`src/hdl/ssrc_pkg.sv`:
```
`timescale 1ns / 1ps
// ----------------------------------------------------------------------------
// ssrc_pkg
// Shared types and constants of the shadow stack return check block.
// ----------------------------------------------------------------------------
package ssrc_pkg;

  localparam int STACK_DEPTH_DEF = 1024;
  localparam int ADDR_W          = 64;
  localparam int CNT_OUT_W       = 11;
  localparam int RUN_W           = 8;

  localparam logic [RUN_W-1:0] RUN_LIMIT_RESET = 8'd60;
  localparam logic [RUN_W-1:0] RUN_MAX         = 8'd255;

  localparam logic MODE_CALL   = 1'b0;
  localparam logic MODE_RETURN = 1'b1;

  typedef enum logic [1:0] {
    V_PUSHED   = 2'd0,
    V_VALID    = 2'd1,
    V_INVALID  = 2'd2,
    V_OVERFLOW = 2'd3
  } verdict_t;

  typedef enum logic {
    ST_IDLE  = 1'b0,
    ST_CHECK = 1'b1
  } seq_state_t;

  typedef struct packed {
    verdict_t               verdict;
    logic                   run_alert;
    logic [CNT_OUT_W-1:0]   entries_unwound;
    logic [CNT_OUT_W-1:0]   stack_depth;
  } result_t;

endpackage

```
`src/hdl/ssrc_seq.sv`:
```
`timescale 1ns / 1ps
// ----------------------------------------------------------------------------
// ssrc_seq
// Sequencer: stack pointer, run counter and the shared top-of-stack compare.
// ----------------------------------------------------------------------------
module ssrc_seq #(
  parameter int STACK_DEPTH = ssrc_pkg::STACK_DEPTH_DEF
) (
  input  logic                               clk,
  input  logic                               rst_n,
  input  logic                               start,
  input  logic                               start_mode,
  input  logic [ssrc_pkg::ADDR_W-1:0]        start_addr,
  input  logic [ssrc_pkg::RUN_W-1:0]         run_limit,
  output logic                               idle,
  output logic                               ram_wr_en,
  output logic [$clog2(STACK_DEPTH)-1:0]     ram_wr_addr,
  output logic [$clog2(STACK_DEPTH)-1:0]     ram_rd_addr,
  input  logic [ssrc_pkg::ADDR_W-1:0]        ram_rd_data,
  output logic                               res_load,
  output ssrc_pkg::result_t                  res
);

  localparam int AW = $clog2(STACK_DEPTH);
  localparam int CW = $clog2(STACK_DEPTH + 1);
  localparam int OW = ssrc_pkg::CNT_OUT_W;
  localparam logic [CW-1:0] FULL = CW'(STACK_DEPTH);

  ssrc_pkg::seq_state_t state_r, state_nxt;
  logic [CW-1:0]                count_r, count_nxt;
  logic [CW-1:0]                unwound_r, unwound_nxt;
  logic [ssrc_pkg::RUN_W-1:0]   run_r, run_nxt;
  logic [ssrc_pkg::ADDR_W-1:0]  addr_r, addr_nxt;
  logic [CW-1:0]                count_dec;
  logic [ssrc_pkg::RUN_W-1:0]   run_inc;

  assign count_dec = count_r - 1'b1;
  assign run_inc   = (run_r == ssrc_pkg::RUN_MAX) ? run_r : run_r + 1'b1;
  assign idle      = (state_r == ssrc_pkg::ST_IDLE);

  always_ff @(posedge clk) begin
    if (!rst_n) begin
      state_r <= ssrc_pkg::ST_IDLE;
      count_r <= '0;
      run_r   <= '0;
    end else begin
      state_r <= state_nxt;
      count_r <= count_nxt;
      run_r   <= run_nxt;
    end
  end

  always_ff @(posedge clk) begin
    unwound_r <= unwound_nxt;
    addr_r    <= addr_nxt;
  end

  always_comb begin
    state_nxt       = state_r;
    count_nxt       = count_r;
    run_nxt         = run_r;
    unwound_nxt     = unwound_r;
    addr_nxt        = addr_r;
    ram_wr_en       = 1'b0;
    ram_wr_addr     = count_r[AW-1:0];
    ram_rd_addr     = count_dec[AW-1:0];
    res_load        = 1'b0;
    res.verdict     = ssrc_pkg::V_PUSHED;
    res.run_alert   = 1'b0;
    res.entries_unwound = '0;
    res.stack_depth = OW'(count_r);
    case (state_r)
      ssrc_pkg::ST_IDLE: begin
        if (start) begin
          if (start_mode == ssrc_pkg::MODE_CALL) begin
            run_nxt  = '0;
            res_load = 1'b1;
            if (count_r >= FULL) begin
              res.verdict = ssrc_pkg::V_OVERFLOW;
            end else begin
              ram_wr_en       = 1'b1;
              count_nxt       = count_r + 1'b1;
              res.stack_depth = OW'(count_nxt);
            end
          end else if (count_r == '0) begin
            // return on an empty stack
            run_nxt         = '0;
            res_load        = 1'b1;
            res.verdict     = ssrc_pkg::V_INVALID;
            res.stack_depth = '0;
          end else begin
            addr_nxt    = start_addr;
            count_nxt   = count_dec;
            unwound_nxt = CW'(1);
            state_nxt   = ssrc_pkg::ST_CHECK;
          end
        end
      end
      ssrc_pkg::ST_CHECK: begin
        if (ram_rd_data == addr_r) begin
          run_nxt             = run_inc;
          res_load            = 1'b1;
          res.verdict         = ssrc_pkg::V_VALID;
          res.run_alert       = (run_inc > run_limit);
          res.entries_unwound = OW'(unwound_r);
          state_nxt           = ssrc_pkg::ST_IDLE;
        end else if (count_r == '0) begin
          run_nxt             = '0;
          res_load            = 1'b1;
          res.verdict         = ssrc_pkg::V_INVALID;
          res.entries_unwound = OW'(unwound_r);
          res.stack_depth     = '0;
          state_nxt           = ssrc_pkg::ST_IDLE;
        end else begin
          // pop the next stale entry and look again
          count_nxt   = count_dec;
          unwound_nxt = unwound_r + 1'b1;
        end
      end
      default: begin
        state_nxt = ssrc_pkg::ST_IDLE;
      end
    endcase
  end

endmodule

```
`config.mk`:
```
export PLATFORM = sky130hd
export DESIGN_NAME = ssrc_seq
export DESIGN_NICKNAME = d
export VERILOG_FILES = /design/src/hdl/ssrc_pkg.sv /design/src/hdl/ssrc_seq.sv
export SDC_FILE = /design/constraint.sdc
export NUM_CORES = 1
export LEC_CHECK = 0
export BUFFER_PORTS_ARGS = -buffer_cell sky130_fd_sc_hd__buf_2
export CAP_MARGIN = 20
export CORE_ASPECT_RATIO = 0.5
export CORE_MARGIN = 4
export CORE_UTILIZATION = 53
export DETAILED_ROUTE_END_ITERATION = 6
export GPL_TIMING_DRIVEN = 0
export PLACE_DENSITY = 0.89
export RECOVER_POWER = 25
export SLEW_MARGIN = 10
export SYNTH_ARGS = -nofsm -noshare
export SYNTH_HDL_FRONTEND = slang
export SYNTH_SLANG_ARGS = --single-unit
```
`constraint.sdc`:
```
create_clock -name clk -period 7 [get_ports clk]
set_clock_uncertainty 0.2 [all_clocks]
set_input_delay 1.4 -clock clk [delete_from_list [all_inputs] [get_ports clk]]
set_output_delay 1.4 -clock clk [all_outputs]
set_load 0.005 [all_outputs]
```
After elaboration in Yosys (flattened, before gate mapping) --
Cells that the tools add are included.
Word-level totals: memories kept 0, memory bits (writable) 0, bits in read-only memories 0, flip-flop bits (word level) 95, bits of input ports 140, bits in latches 0, logic and storage cells 71
Cells by class: eq/ne operators 7, muxes and demuxes 47, add/sub/neg operators 4, div/mod/pow operators 0, bitwise logic cells 2, shift operators 0, multipliers 0, order comparisons 2, reductions and logical operators 4
Operator list (count):
- 2-to-1 mux 11 bit | 15
- one-hot mux 11 bit (2 select lines) | 3
- == test 64 bit | 1
- 2-to-1 mux 8 bit | 5
- adder 11 x 1 -> 11 bit, second input constant | 2
- 2-to-1 mux 22 bit | 1
- one-hot mux 8 bit (2 select lines) | 1
- 2-to-1 mux 1 bit | 13
- 2-to-1 mux 12 bit | 1
- >= comparator 11 bit, second input constant | 1
- logical NOT 11 bit | 1
- subtractor 11 x 1 -> 11 bit, second input constant | 1
- 2-to-1 mux 2 bit | 5
- != test 2 bit, second input constant | 5
- adder 8 x 1 -> 8 bit, second input constant | 1
- == test 8 bit, second input constant | 1
- > comparator 8 bit | 1
- AND reduction 5 bit | 1
- one-hot mux 1 bit (2 select lines) | 2
- one-hot mux 2 bit (2 select lines) | 1
- AND reduction 4 bit | 1
- NOT 1 bit | 2
- AND reduction 2 bit | 1

Logic depth before layout (Yosys ltp) --
Gate-level depths: netlist of run 1.
depth after elaboration 5, gate-level depth with buffers 12, gate-level depth less buffers 12

Worst setup path after synthesis of run 1 --
No wires, ideal clock.
kind input to output, start point in ram_rd_data[4] (netlist name), end point out res[0] (netlist name), required time 5.400 ns, path buffers 2, setup slack 2.603 ns, cell stages on the path 8, arrival time 2.797 ns, cell sequence xnor2_1 > nand4_1 > nor4_1 > and4_1 > buf_2 > buf_2 > o21ai_0 > a2bb2oi_1
RTL lines:
- from (decl) | line ssrc_seq.sv:19 | input logic [ssrc_pkg::ADDR_W-1:0] ram_rd_data,
- to (decl) | line ssrc_seq.sv:21 | output ssrc_pkg::result_t res

==> impl_metrics.json, run 1 <==
{
  "io_pins": 188,
  "cap_violations": 0,
  "min_period_ns": 5.40,
  "firstDrtPassIters": 5,
  "place_area_um2": 6600,
  "clkTransAtPathRegs_ns": 0.07,
  "nets": 874,
  "cp-start-kind": "primary input",
  "grt_pass1_vias": 4842,
  "postCtsSetupBuffers": 0,
  "fmax_ghz": 0.185,
  "ys.flop_type": "edfxtp_1",
  "yosys.cell_types.count": 56,
  "core_um2": 9760,
  "syn-instance-count": 523,
  "status": "finished, final reports clean",
  "holdBufCountCts": 0,
  "ys_ff_latch": 95,
  "hold_path.class": "reg2reg",
  "grt_overflow_total": 0,
  "initial_utilization_pct": 56.3,
  "wirelength_um": 14600,
  "tightest_slew_ns": 0.995,
  "critPathCaptureType": "output pin",
  "wl_per_cell_um": 17.0,
  "grt_max_degree": 65,
  "syn_to_final_growth_pct": 25.5,
  "setup_viol": 0,
  "viasPerCell": 5.67,
  "die_h_um": 80.0,
  "cts_root_buffer": "clkbuf_16",
  "vias": 4874,
  "async_flop_share_pct": 0,
  "synth_area_um2": 5490,
  "rows": 25,
  "cp_max_fo": 10,
  "clock-sinks": 95,
  "worstPathRequired_ns": 5.40,
  "drt_iter0_drc": 407,
  "cts_buffers": 9,
  "syn_area_per_cell_um2": 10.5,
  "leakage_nw": 2.82,
  "fin_hold_ws_ns": 0.335,
  "fin_ws_ns": 1.60,
  "yosysTopAreaCellShare_pct": 41.0,
  "timing.final.crit_share_pct": 77.1,
  "ant_nets": 0,
  "hold_viol_final": 0,
  "grt_pass1_wl_um": 22800,
  "synth_edf_count": 75,
  "routabilityCongestion": 0.962,
  "stdcell_area_um2": 6890,
  "drv_slew": 0,
  "synth_sequential_area_ratio_pct": 48.3,
  "place_ws_ns": 1.63,
  "synth.yosys.warnings": 0,
  "groute.usage.overall_pct": 23.3,
  "cts.path.max_buffers": 2,
  "die-area_um2": 12200,
  "vdd_ir_drop_max_mv": 0.260,
  "synthTopCellsByArea": "edfxtp_1, xnor2_1, dfxtp_1, ha_1, nand4_1",
  "slew_headroom_pct": 33.5,
  "worstPathArrival_ns": 3.80,
  "cts_tree": "yes",
  "fin_tns_setup_ns": 0,
  "synth_nets": 677,
  "antenna_found_initial": 1,
  "cts.repair.resized": 0,
  "clk_latency_ns": 0.34,
  "place_hpwl_um": 11200,
  "fp.dieW_um": 152,
  "rsz0062_at_grt": "false",
  "htreeDepth": 3,
  "port_buffers": 186,
  "path_class": "in2out",
  "power.density_nw_per_um2": 383,
  "drcViolationCount": 0,
  "yosys.area.top_type": "edfxtp_1",
  "drive_gt1_share_pct": 32.0,
  "antenna_cells": 0
}
==> Yosys cell counts, drive strengths merged (2+ instances only) <==
cell and n:
a21oi 21, a221o 4, a221oi 3, a22oi 2, a2bb2oi 2, a31oi 8
a32o 6, and2 18, and3 14, and4 2, and4b 2, buf 20
clkbuf 19, dfxtp 20, edfxtp 75, ha 14, inv 12, mux2i 3
nand2 39, nand3 20, nand4 28, nor2 29, nor2b 6, nor3 8
nor4 7, o211ai 4, o21a 2, o21ai 20, o221ai 3, o22a 2
o31ai 4, or2 2, or3 4, xnor2 77, xor2 10
==> metrics by stage <==
stage | util (%) | cells | power (mW)
after floorplan | - | 523 | 1.73
after global placement | 67.5 | 844 | 2.12
after detailed placement | 67.6 | 844 | 2.15
after CTS | 70.6 | 860 | 2.63
after global routing | 70.6 | 860 | 2.80
final | 70.6 | 860 | 2.64
==> critical path: stages <==
cell and delay (ns):
buf_2 0.10, xnor2_1 0.16, nand4_1 0.11, nor4_1 0.49, nand4_1 0.52, a21oi_1 0.67, and2_1 0.21, buf_2 0.13
==> layout make-up <==
type | instances | area (um2)
tap | 135 | 169
clock buffer | 9 | 225
inverter | 13 | 48.8
timing repair buffer | 186 | 931
fill | 752 | 2870
sequential | 95 | 2650
buffer | 39 | 200
multi-input combinational | 376 | 2600
clock inverter | 7 | 66.3
==> where the power goes <==
group / switching [mW] / internal [mW] / total (mW)
clock network: 0.227 / 0.249 / 0.476
logic: 0.734 / 0.532 / 1.27
registers: 0.0941 / 0.806 / 0.900
==> layer usage <==
layer  part of all wire (%)  GRT usage [%]
met1                     37           26.8
met2                     50           42.1
met3                    9.9           6.44
met4                    2.9           8.34
met5                  0.048              0
==> sequential cells by signal (all words and copies together) (netlist names) <==
register   cells
addr_r        64
count_r       11
unwound_r     11
run_r          8
state_r        1
==> worst paths after layout <==
check | depth (start not counted) | startpoint | slack (ns) | endpoint
min reg2reg | 2 | run_r[6] | 0.33 | run_r[6]
max | 8 | ram_rd_data[36] | 1.60 | res[12]
min | 2 | run_r[6] | 0.33 | run_r[6]
max reg2reg | 7 | count_r[0] | 3.65 | addr_r[8]
==> cells by family (layout without fill, tap and decap cells) <==
family / after synthesis / after routing / synth area share (%)
mux: 4 / 4 / 0.752
buf+inv: 52 / 254 / 4.53
compound gates: 90 / 90 / 11.4
simple gates: 181 / 181 / 17.9
fa+ha+maj: 14 / 14 / 3.19
flops: 95 / 95 / 48.3
xor+xnor: 87 / 87 / 13.9
==> cells in the final DEF (no fill, tap or decap), drive strengths merged, types with 3 or more instances in the layout <==
cell    synthesis  routed
inv            12      14
and3           14      14
o21ai          20      20
mux2i           3       3
o221ai          3       3
clkinv          1       6
nand3          20      20
o31ai           4       4
nor2           29      29
and2           18      18
buf            20     206
o211ai          4       4
edfxtp         75      75
a32o            6       6
a221oi          3       3
nor3            8       8
a31oi           8       8
clkbuf         19      28
ha             14      14
or3             4       4
nand4          28      28
dfxtp          20      20
a21oi          21      21
a221o           4       4
nor2b           6       6
nand2          39      39
xor2           10      10
xnor2          77      77
nor4            7       7
Note: power is estimated with default switching activity, not from simulation.
==> inputs of run 2 (changes only) <==
CORE_UTILIZATION = 51   (was 53)
PLACE_DENSITY = 0.86   (was 0.89)
clock period = 5.4 ns   (was 7 ns; I/O delays follow)
==> impl_metrics.json, run 2 (same netlist as run 1, synthesis figures left out) <==
{
  "status": "finished, final reports clean",
  "timing.final.crit_share_pct": 88.3,
  "holdBufCountCts": 0,
  "fp.dieW_um": 155,
  "grt_max_degree": 65,
  "reg2reg_from": "count_r[0]",
  "antenna_found_initial": 2,
  "drv_slew": 0,
  "die_h_um": 81.4,
  "syn_to_final_growth_pct": 25.7,
  "critPathCaptureType": "output pin",
  "place_hpwl_um": 11100,
  "worstPathArrival_ns": 3.49,
  "slew_headroom_pct": 37.7,
  "worstPathRequired_ns": 4.12,
  "groute.usage.overall_pct": 22.4,
  "cts_root_buffer": "clkbuf_16",
  "cts.repair.resized": 0,
  "grt_pass1_vias": 4732,
  "port_buffers": 186,
  "core_um2": 10300,
  "r2r_cells": 7,
  "initial_utilization_pct": 53.1,
  "top_usage_layer": "met2",
  "final_common_cell": "buf_2",
  "drive_gt1_share_pct": 32.0,
  "setup_viol": 0,
  "cts_buffers": 9,
  "leakage_nw": 2.82,
  "cap_violations": 0,
  "hold_path.class": "reg2reg",
  "top_register": "addr_r",
  "ant_nets": 0,
  "clkTransAtPathRegs_ns": 0.07,
  "fmax_ghz": 0.210,
  "die-area_um2": 12600,
  "vdd_ir_drop_max_mv": 0.251,
  "finalPower_mw": 3.42,
  "grtUsageMet2_pct": 39.3,
  "cp_max_fo": 7,
  "htreeDepth": 3,
  "min_period_ns": 4.77,
  "wl_per_cell_um": 16.8,
  "grt_overflow_total": 0,
  "tightest_slew_ns": 0.931,
  "rsz0062_at_grt": "false",
  "top_regs": "addr_r (64), count_r (11), unwound_r (11)",
  "firstDrtPassIters": 5,
  "cp-startpoint": "ram_rd_data[61]",
  "cts_tree": "yes",
  "grt_use_met1_pct": 26.8,
  "power.density_nw_per_um2": 496,
  "clock-sinks": 95,
  "postCtsSetupBuffers": 0,
  "antenna_cells": 0,
  "largest_reg_flops": 64,
  "vias": 4832,
  "viasPerCell": 5.59,
  "met3_usage_pct": 6.81,
  "grt_pass1_wl_um": 22400,
  "routabilityCongestion": 0.960,
  "layout_common_cells": "buf_2, xnor2_1, edfxtp_1",
  "drcViolationCount": 0,
  "wirelength_um": 14500,
  "clk_latency_ns": 0.34,
  "nets": 874,
  "fin_tns_setup_ns": 0,
  "path_class": "in2out",
  "rows": 26,
  "cp-start-kind": "primary input",
  "cts.path.max_buffers": 2,
  "whs_path_depth": 2,
  "hp-start": "run_r[6]",
  "io_pins": 188,
  "hold_viol_final": 0,
  "drt_iter0_drc": 459
}
==> run 2: changes by cell type in the layout (fill, tap and decap cells not counted), sizes merged <==
cell      before  now
clkinv         6    5
clkinvlp       0    1
==> run 2: metrics by stage <==
stage / area, um2 / std cells / setup slack [ns] / hold slack, ns / util (%)
2_1_floorplan: 5490 / 523 / 1.64 / 0.287 / -
3_3_place_gp: 6600 / 849 / 0.714 / 0.304 / 63.8
3_5_place_dp: 6610 / 849 / 0.607 / 0.326 / 63.9
4_1_cts: 6900 / 865 / 0.617 / 0.341 / 66.7
5_1_grt: 6900 / 865 / 0.411 / 0.370 / 66.7
6_report: 6900 / 865 / 0.630 / 0.339 / 66.7
==> run 2: layout make-up <==
type / instances / area (um2)
plain buffers: 39 / 200
clock buffers: 9 / 225
clock inverters: 7 / 67.6
fillers: 812 / 3440
inverters: 13 / 48.8
multi-input cells: 376 / 2600
flip-flops and latches: 95 / 2650
well taps: 140 / 175
repair buffers: 186 / 931
==> run 2: worst max-delay path, stage by stage <==
cell and delay [ns]:
buf_2 0.11, xnor2_1 0.17, nand4_1 0.12, nor4_1 0.50, nand4_1 0.50, nor2_1 0.63, o311a_1 0.26, buf_2 0.11
==> run 2: worst paths after layout <==
kind / end / slack [ns]
hold / removal: run_r[6] / 0.34
setup reg to reg: addr_r[15] / 2.11
setup / recovery: res[22] / 0.63
hold reg to reg: run_r[6] / 0.34
==> run 2: layer usage <==
layer | share of wire [%] | up-vias
li1 | - | 2308
met1 | 37 | 2224
met2 | 50 | 258
met3 | 10 | 38
met4 | 2.4 | 4
met5 | 0.14 | -
==> run 2: power by group <==
group	internal, mW	switching, mW
registers	1.04	0.122
logic	0.690	0.941
clock network	0.323	0.301
total	2.06	1.36
==> inputs of run 3 (changes only) <==
MAX_ROUTING_LAYER = met4   (was unset)
==> impl_metrics.json, run 3 (same netlist as run 1, synthesis figures left out) <==
{
  "drive_gt1_share_pct": 32.1,
  "rows": 26,
  "grt_pass1_wl_um": 22400,
  "critPathCaptureType": "output pin",
  "cp-start-kind": "primary input",
  "switchingPower_mw": 1.37,
  "grt_max_degree": 65,
  "fin_ws_ns": 0.626,
  "clkTransAtPathRegs_ns": 0.07,
  "tightest_slew_ns": 0.892,
  "setup_viol": 0,
  "io_pins": 188,
  "largest_reg_flops": 64,
  "cts_tree": "yes",
  "power.density_nw_per_um2": 502,
  "hold_path.class": "reg2reg",
  "die_h_um": 81.4,
  "cp_max_fo": 10,
  "p_comb_share_pct": 47.0,
  "r2r_end": "addr_r[62]",
  "nets": 874,
  "reg2reg_from": "count_r[0]",
  "fmax_ghz": 0.209,
  "fp.dieW_um": 155,
  "worstPathArrival_ns": 3.49,
  "cap_violations": 0,
  "core_um2": 10300,
  "hold_viol_final": 0,
  "rsz0062_at_grt": "false",
  "min_period_ns": 4.77,
  "port_buffers": 186,
  "initial_utilization_pct": 53.1,
  "drv_slew": 0,
  "drcViolationCount": 0,
  "viasPerCell": 5.56,
  "hp-start": "run_r[7]",
  "ant_nets": 0,
  "cts.path.max_buffers": 2,
  "worst_hold_path.endpoint": "run_r[7]",
  "vias": 4811,
  "top_register": "addr_r",
  "cts_buffers": 9,
  "final_common_cell": "buf_2",
  "postCtsSetupBuffers": 0,
  "layout_common_cells": "buf_2, xnor2_1, edfxtp_1",
  "cts_root_buffer": "clkbuf_16",
  "routabilityCongestion": 0.936,
  "slew_headroom_pct": 40.3,
  "fin_tns_setup_ns": 0,
  "stdcell_area_um2": 6930,
  "path_class": "in2out",
  "wl_per_cell_um": 16.8,
  "antenna_found_initial": 1,
  "worstPathRequired_ns": 4.12,
  "die-area_um2": 12600,
  "top_regs": "addr_r (64), count_r (11), unwound_r (11)",
  "clk_latency_ns": 0.34,
  "drt_iter0_drc": 467,
  "whs_path_depth": 2,
  "wirelength_um": 14500,
  "groute.usage.overall_pct": 22.9,
  "timing.final.crit_share_pct": 88.4,
  "place_area_um2": 6610,
  "cts.repair.resized": 0,
  "clock-sinks": 95,
  "holdBufCountCts": 0,
  "power_switching_share_pct": 39.4,
  "htreeDepth": 3,
  "leakage_nw": 2.83,
  "vdd_ir_drop_max_mv": 0.295,
  "r2r_cells": 7,
  "grt_overflow_total": 0,
  "internal_power_mw": 2.11,
  "place_hpwl_um": 11100,
  "grt_pass1_vias": 4722,
  "firstDrtPassIters": 6,
  "r2r_slack_ns": 2.10,
  "pwr-share-clk_pct": 19.5,
  "status": "finished, final reports clean",
  "place_ws_ns": 0.571,
  "seqPwrFrac_pct": 33.5,
  "syn_to_final_growth_pct": 26.2,
  "cp-startpoint": "ram_rd_data[45]"
}
==> run 3: cell types whose count changed in the layout (fill, tap and decap cells not counted) <==
cell,delta
bufinv_16,+1
clkinv_1,-1
clkinv_4,-1
diode_2,+1
inv_6,+1
==> run 3: how the worst max path moves through the flow <==
stage,slack (ns),cells past startpoint,end
after global placement,0.70,8,res[12]
after CTS,0.54,8,res[12]
final,0.63,8,res[12]
after global routing,0.45,8,res[14]
after detailed placement,0.57,8,res[16]
after floorplan,1.64,8,res[0]
==> run 3: layer usage <==
| layer | track usage [%] | share of wire [%] | vias to the layer above |
|---|---|---|---|
| met3 | 5.75 | 8.3 | 32 |
| met4 | 6.61 | 2.0 | 0 |
| met2 | 38.7 | 50 | 232 |
| met1 | 27.9 | 40 | 2244 |
| li1 | - | - | 2303 |
| met5 | - | 0 | - |
==> run 3: per-stage QoR <==
stage | cells | utilization, % | hold WS (ns) | power (mW)
after floorplan | 523 | - | 0.287 | 2.25
after global placement | 849 | 63.8 | 0.305 | 2.76
after detailed placement | 849 | 63.9 | 0.319 | 2.79
after CTS | 865 | 67.0 | 0.329 | 3.46
after global routing | 866 | 67.0 | 0.370 | 3.69
final | 866 | 67.0 | 0.329 | 3.48
==> run 3: layout make-up <==
class                           count  area (um2)
Multi-Input combinational cell    376        2600
Clock buffer                        9         225
Sequential cell                    95        2650
Buffer                             39         200
Fill cell                         860        3420
Timing Repair Buffer              186         931
Tap cell                          140         175
Clock inverter                      7        93.8
Antenna cell                        1        2.50
Inverter                           13        48.8
==> run 3: power groups by stage <==
stage / Sequential (mW) / Combinational, mW / Clock [mW]
floorplan: 1.15 / 1.09 / 0
global placement: 1.18 / 1.58 / 0
CTS: 1.17 / 1.62 / 0.679
global route: 1.19 / 1.78 / 0.716
finish: 1.17 / 1.63 / 0.677
detailed placement: 1.18 / 1.60 / 0
==> run 3: worst max-delay path, stage by stage <==
cell and delay, ns:
buf_2 0.11, xnor2_1 0.19, nand4_1 0.14, nor4_1 0.50, nand4_1 0.47, a21oi_1 0.66
and2_1 0.23, buf_2 0.12
